===== src/hdl/spq_pkg.sv =====
// Shared types and constants for the sorted priority queue.
// Used by the channel interfaces, the queue cell and the top level.
package spq_pkg;

  localparam int KEY_W = 32;
  localparam int TAG_W = 16;
  localparam int ST_W  = 2;

  // Request codes.
  localparam logic REQ_INSERT  = 1'b0;
  localparam logic REQ_EXTRACT = 1'b1;

  // Result status codes.
  localparam logic [ST_W-1:0] ST_DONE  = 2'd0;
  localparam logic [ST_W-1:0] ST_EMPTY = 2'd1;
  localparam logic [ST_W-1:0] ST_FULL  = 2'd2;

  // One stored entry.
  typedef struct packed {
    logic [KEY_W-1:0] key;
    logic [TAG_W-1:0] tag;
  } spq_ent_t;

  // Operation broadcast to every cell in the row.
  typedef struct packed {
    logic     ins;
    logic     ext;
    spq_ent_t ent;
  } spq_op_t;

endpackage


===== src/hdl/spq_cell.sv =====
// One cell of the sorted row: holds one entry and updates from its neighbors.
// Depends on spq_pkg.
module spq_cell (
  input  logic              clk,
  input  spq_pkg::spq_op_t  op,
  input  logic              in_range,
  input  logic              left_stays,
  input  spq_pkg::spq_ent_t left_ent,
  input  spq_pkg::spq_ent_t right_ent,
  output spq_pkg::spq_ent_t ent,
  output logic              stays
);
  import spq_pkg::*;

  spq_ent_t ent_r;
  spq_ent_t ent_nxt;

  // A valid entry no greater than the new key keeps its place on insert.
  assign stays = in_range && (ent_r.key <= op.ent.key);

  // Insert shifts right behind the insertion point; extract shifts left.
  always_comb begin
    ent_nxt = ent_r;
    if (op.ins) begin
      if (!stays) begin
        ent_nxt = left_stays ? op.ent : left_ent;
      end
    end else if (op.ext) begin
      ent_nxt = right_ent;
    end
  end

  always_ff @(posedge clk) begin
    ent_r <= ent_nxt;
  end

  assign ent = ent_r;

endmodule


===== config.mk =====
export PLATFORM = sky130hd
export DESIGN_NAME = spq_cell
export DESIGN_NICKNAME = d
export VERILOG_FILES = /design/src/hdl/spq_pkg.sv /design/src/hdl/spq_cell.sv
export SDC_FILE = /design/constraint.sdc
export NUM_CORES = 1
export LEC_CHECK = 0
export BUFFER_PORTS_ARGS = -buffer_cell sky130_fd_sc_hd__buf_4
export CORE_MARGIN = 4
export CORE_UTILIZATION = 44
export CTS_BUF_LIST = sky130_fd_sc_hd__clkbuf_16
export CTS_CLUSTER_DIAMETER = 80
export DETAILED_ROUTE_END_ITERATION = 12
export PLACE_DENSITY = 0.82
export SLEW_MARGIN = 5
export SYNTH_ARGS = -nofsm -noshare
export SYNTH_HDL_FRONTEND = slang
export SYNTH_SLANG_ARGS = --single-unit

===== constraint.sdc =====
create_clock -name clk -period 4.9 [get_ports clk]
set_input_delay 0.98 -clock clk [delete_from_list [all_inputs] [get_ports clk]]
set_output_delay 0.98 -clock clk [all_outputs]
set_load 0.05 [all_outputs]

==> results.sh <==
export IMPL_rsz0062_at_grt="false"
export IMPL_critPathSlowestCell="or4_4"
export IMPL_grt_antenna_before_repair=0
export IMPL_antennaDiodeCount=0
export IMPL_synth_top_family_by_area="multiplexers"
export IMPL_post_cts_buffers=0
export IMPL_setup_slack_ps=1150
export IMPL_cts_hold_buffers=0
export IMPL_dieArea_mm2=0.00885
export IMPL_finalHoldViolCount=0
export IMPL_p_leak_nw=2.46
export IMPL_place_congestion=0.820
export IMPL_hold_path_depth=3
export IMPL_grt_pass1_wl_um=14900
export IMPL_cp_start_kind="input port"
export IMPL_slew_viol_final=0
export IMPL_nets=700
export IMPL_netlist_top_cells_count="a21oi_1 (60), nor2_1 (51), edfxtp_1 (48), mux2i_1 (48), inv_1 (33)"
export IMPL_outcome="finished, final reports clean"
export IMPL_insertion_delay_ps=280
export IMPL_drive_above_1_share_pct=40.6
export IMPL_netlist_instances=330
export IMPL_grt_max_degree=89
export IMPL_yosysTopAreaCell="edfxtp_1"
export IMPL_cp_required_ps=3920
export IMPL_cts_max_level=2
export IMPL_synthFlopType="edfxtp_1"
export IMPL_core_area_mm2=0.00721
export IMPL_period_minus_slack_ps=3750
export IMPL_worst_path_max_fanout=3
export IMPL_synth_mux_area_share_pct=14.7
export IMPL_ant_nets=0
export IMPL_synth_fp_nets=511
export IMPL_p_per_area_mw_per_mm2=286
export IMPL_ys_ff_latch=48
export IMPL_wl_um=9790
export IMPL_synth_adder_area_share_pct=12.3
export IMPL_hp_class="input port to flip-flop"
export IMPL_grt_overflow_total=0
export IMPL_synth_top_area_share_pct=44.2
export IMPL_area_growth_pct=53.0
export IMPL_cts_tree="yes"
export IMPL_hpwl_um=7940
export IMPL_synth_cell_area_mm2=0.00326
export IMPL_crit_type="input port to output pin"
export IMPL_cts_inserted_buffers=5
export IMPL_port_buffers=197
export IMPL_start_util_pct=45.2
export IMPL_maxCapViolations=0
export IMPL_ys_types=26
export IMPL_cts_sinks=48
export IMPL_synth_edf_count=48
export IMPL_ios=198
export IMPL_largest_reg_flops=48
export IMPL_wl_per_cell_um=15.8
export IMPL_cp_end_kind="output pin"
export IMPL_vias=3117
export IMPL_multi_input_area_mm2=0.00163
export IMPL_first_pass_iters=4
export IMPL_finalSetupViolCount=0
export IMPL_grtUsageTotal_pct=21.7
export IMPL_cts_root_buffer="clkbuf_16"
export IMPL_reg2reg_depth=7
export IMPL_via_per_inst=5.04
export IMPL_die_x_um=94.1
export IMPL_cts_repair_resized=0
export IMPL_arrival_ps=2770
export IMPL_drc=0
export IMPL_slew_headroom_pct=42.7
export IMPL_slowest_delay_ps=560
export IMPL_synth_most_common_cell="a21oi_1"
export IMPL_ir_drop_mv=0.178
export IMPL_finClkSkew_ps=3.84
export IMPL_syn_area_per_cell_um2=9.88
export IMPL_crit_chain="buf_4 > inv_1 > ha_1 > nand4_2 > or4_4 > a21o_1 > a31oi_2 > o21ai_0 > buf_4"
export IMPL_ys_warn_count=0
export IMPL_period_share_pct=76.6
export IMPL_synth_xor_area_share_pct=0
export IMPL_synth_compound_area_share_pct=12.2
export IMPL_synth_simple_area_share_pct=10.6
export IMPL_maxClockFrequency_mhz=267
export IMPL_tightest_slew_ps=860
export IMPL_grt_pass1_vias=3298
export IMPL_synth_seq_area_share_pct=44.2
export IMPL_synthTopCellsByArea="edfxtp_1 (44%), mux2i_1 (15%), ha_1 (12%)"
export IMPL_clkTransAtPathRegs_ps=70
export IMPL_setup_tns_ps=0
export IMPL_rows=31
export IMPL_preCtsSetupSlack_ps=1150
export IMPL_nFillCells=574
export IMPL_clockBufferDepth=2
export IMPL_crit_top_cell="buf_4"
export IMPL_dr_first_iter_drc_count=83
export IMPL_dieHeight_um=94.1
export IMPL_regArea_mm2=0.00144
export IMPL_synthArstFlopShare_pct=0
-- critical path, delay by kind of cell --
family                     cells  cell delay, ps
AOI/OAI and AO/OA              3             470
adders and majority gates      1             300
buffers and inverters          3             330
and+or+nand+nor                2             700
-- cell families (layout without fill, tap and decap cells) --
group                    after synthesis  count (layout)
multiplexers                          48              48
AO/OA/AOI/OAI                         74              74
adder cells (fa/ha/maj)               32              32
AND/OR/NAND/NOR                       78              78
buffers and inverters                 50             240
flip-flops                            48              48
-- placed cells by master, fill, tap and decap left out, types with 3 or more instances in the layout --
cell and count:
o21ai_0 6, nor2_1 51, mux2i_1 48, edfxtp_1 48
buf_4 198, a21oi_1 60, nand4_1 7, nand2_1 9
nand3_1 3, clkbuf_16 5, inv_1 33, ha_1 32
-- stage by stage --
stage	util (%)	std cells	total power, mW	hold WS (ps)	area, µm²
after floorplan	-	330	0.837	1210	3260
after global placement	66.9	611	1.04	1300	4820
after detailed placement	66.9	611	1.05	1310	4820
after CTS	69.2	619	1.44	1010	4990
after global routing	69.2	619	1.49	1010	4990
final	69.2	619	1.43	1010	4990
-- per-layer routing --
| metal | share of wire, % | GRT usage (%) | up-vias |
|---|---|---|---|
| met5 | 0 | 0 | - |
| met4 | 1.0 | 5.17 | 0 |
| met3 | 9.0 | 7.13 | 8 |
| met2 | 53 | 41.7 | 121 |
| met1 | 36 | 22.4 | 1417 |
| li1 | - | - | 1571 |
-- final timing paths --
kind	start	endpoint	slack, ps
max	op[29]	stays	1150
min	right_ent[23]	ent[23]	1010
max reg2reg	ent[29]	ent[35]	1900
min reg2reg	ent[47]	ent[38]	1480
-- area by class of cell --
| class | count | share of cell area [%] |
|---|---|---|
| Multi-Input combinational cell | 232 | 32.6 |
| Sequential cell | 48 | 28.9 |
| Clock inverter | 3 | 0.852 |
| Timing Repair Buffer | 199 | 30.2 |
| Inverter | 33 | 2.48 |
| Tap cell | 99 | 2.48 |
| Clock buffer | 5 | 2.51 |
-- power by group --
part / switching [mW] / internal (mW) / total, mW
combinational: 0.304 / 0.203 / 0.508
sequential: 0.0212 / 0.509 / 0.531
clock: 0.149 / 0.240 / 0.389
(Power assumes the default switching activity.)
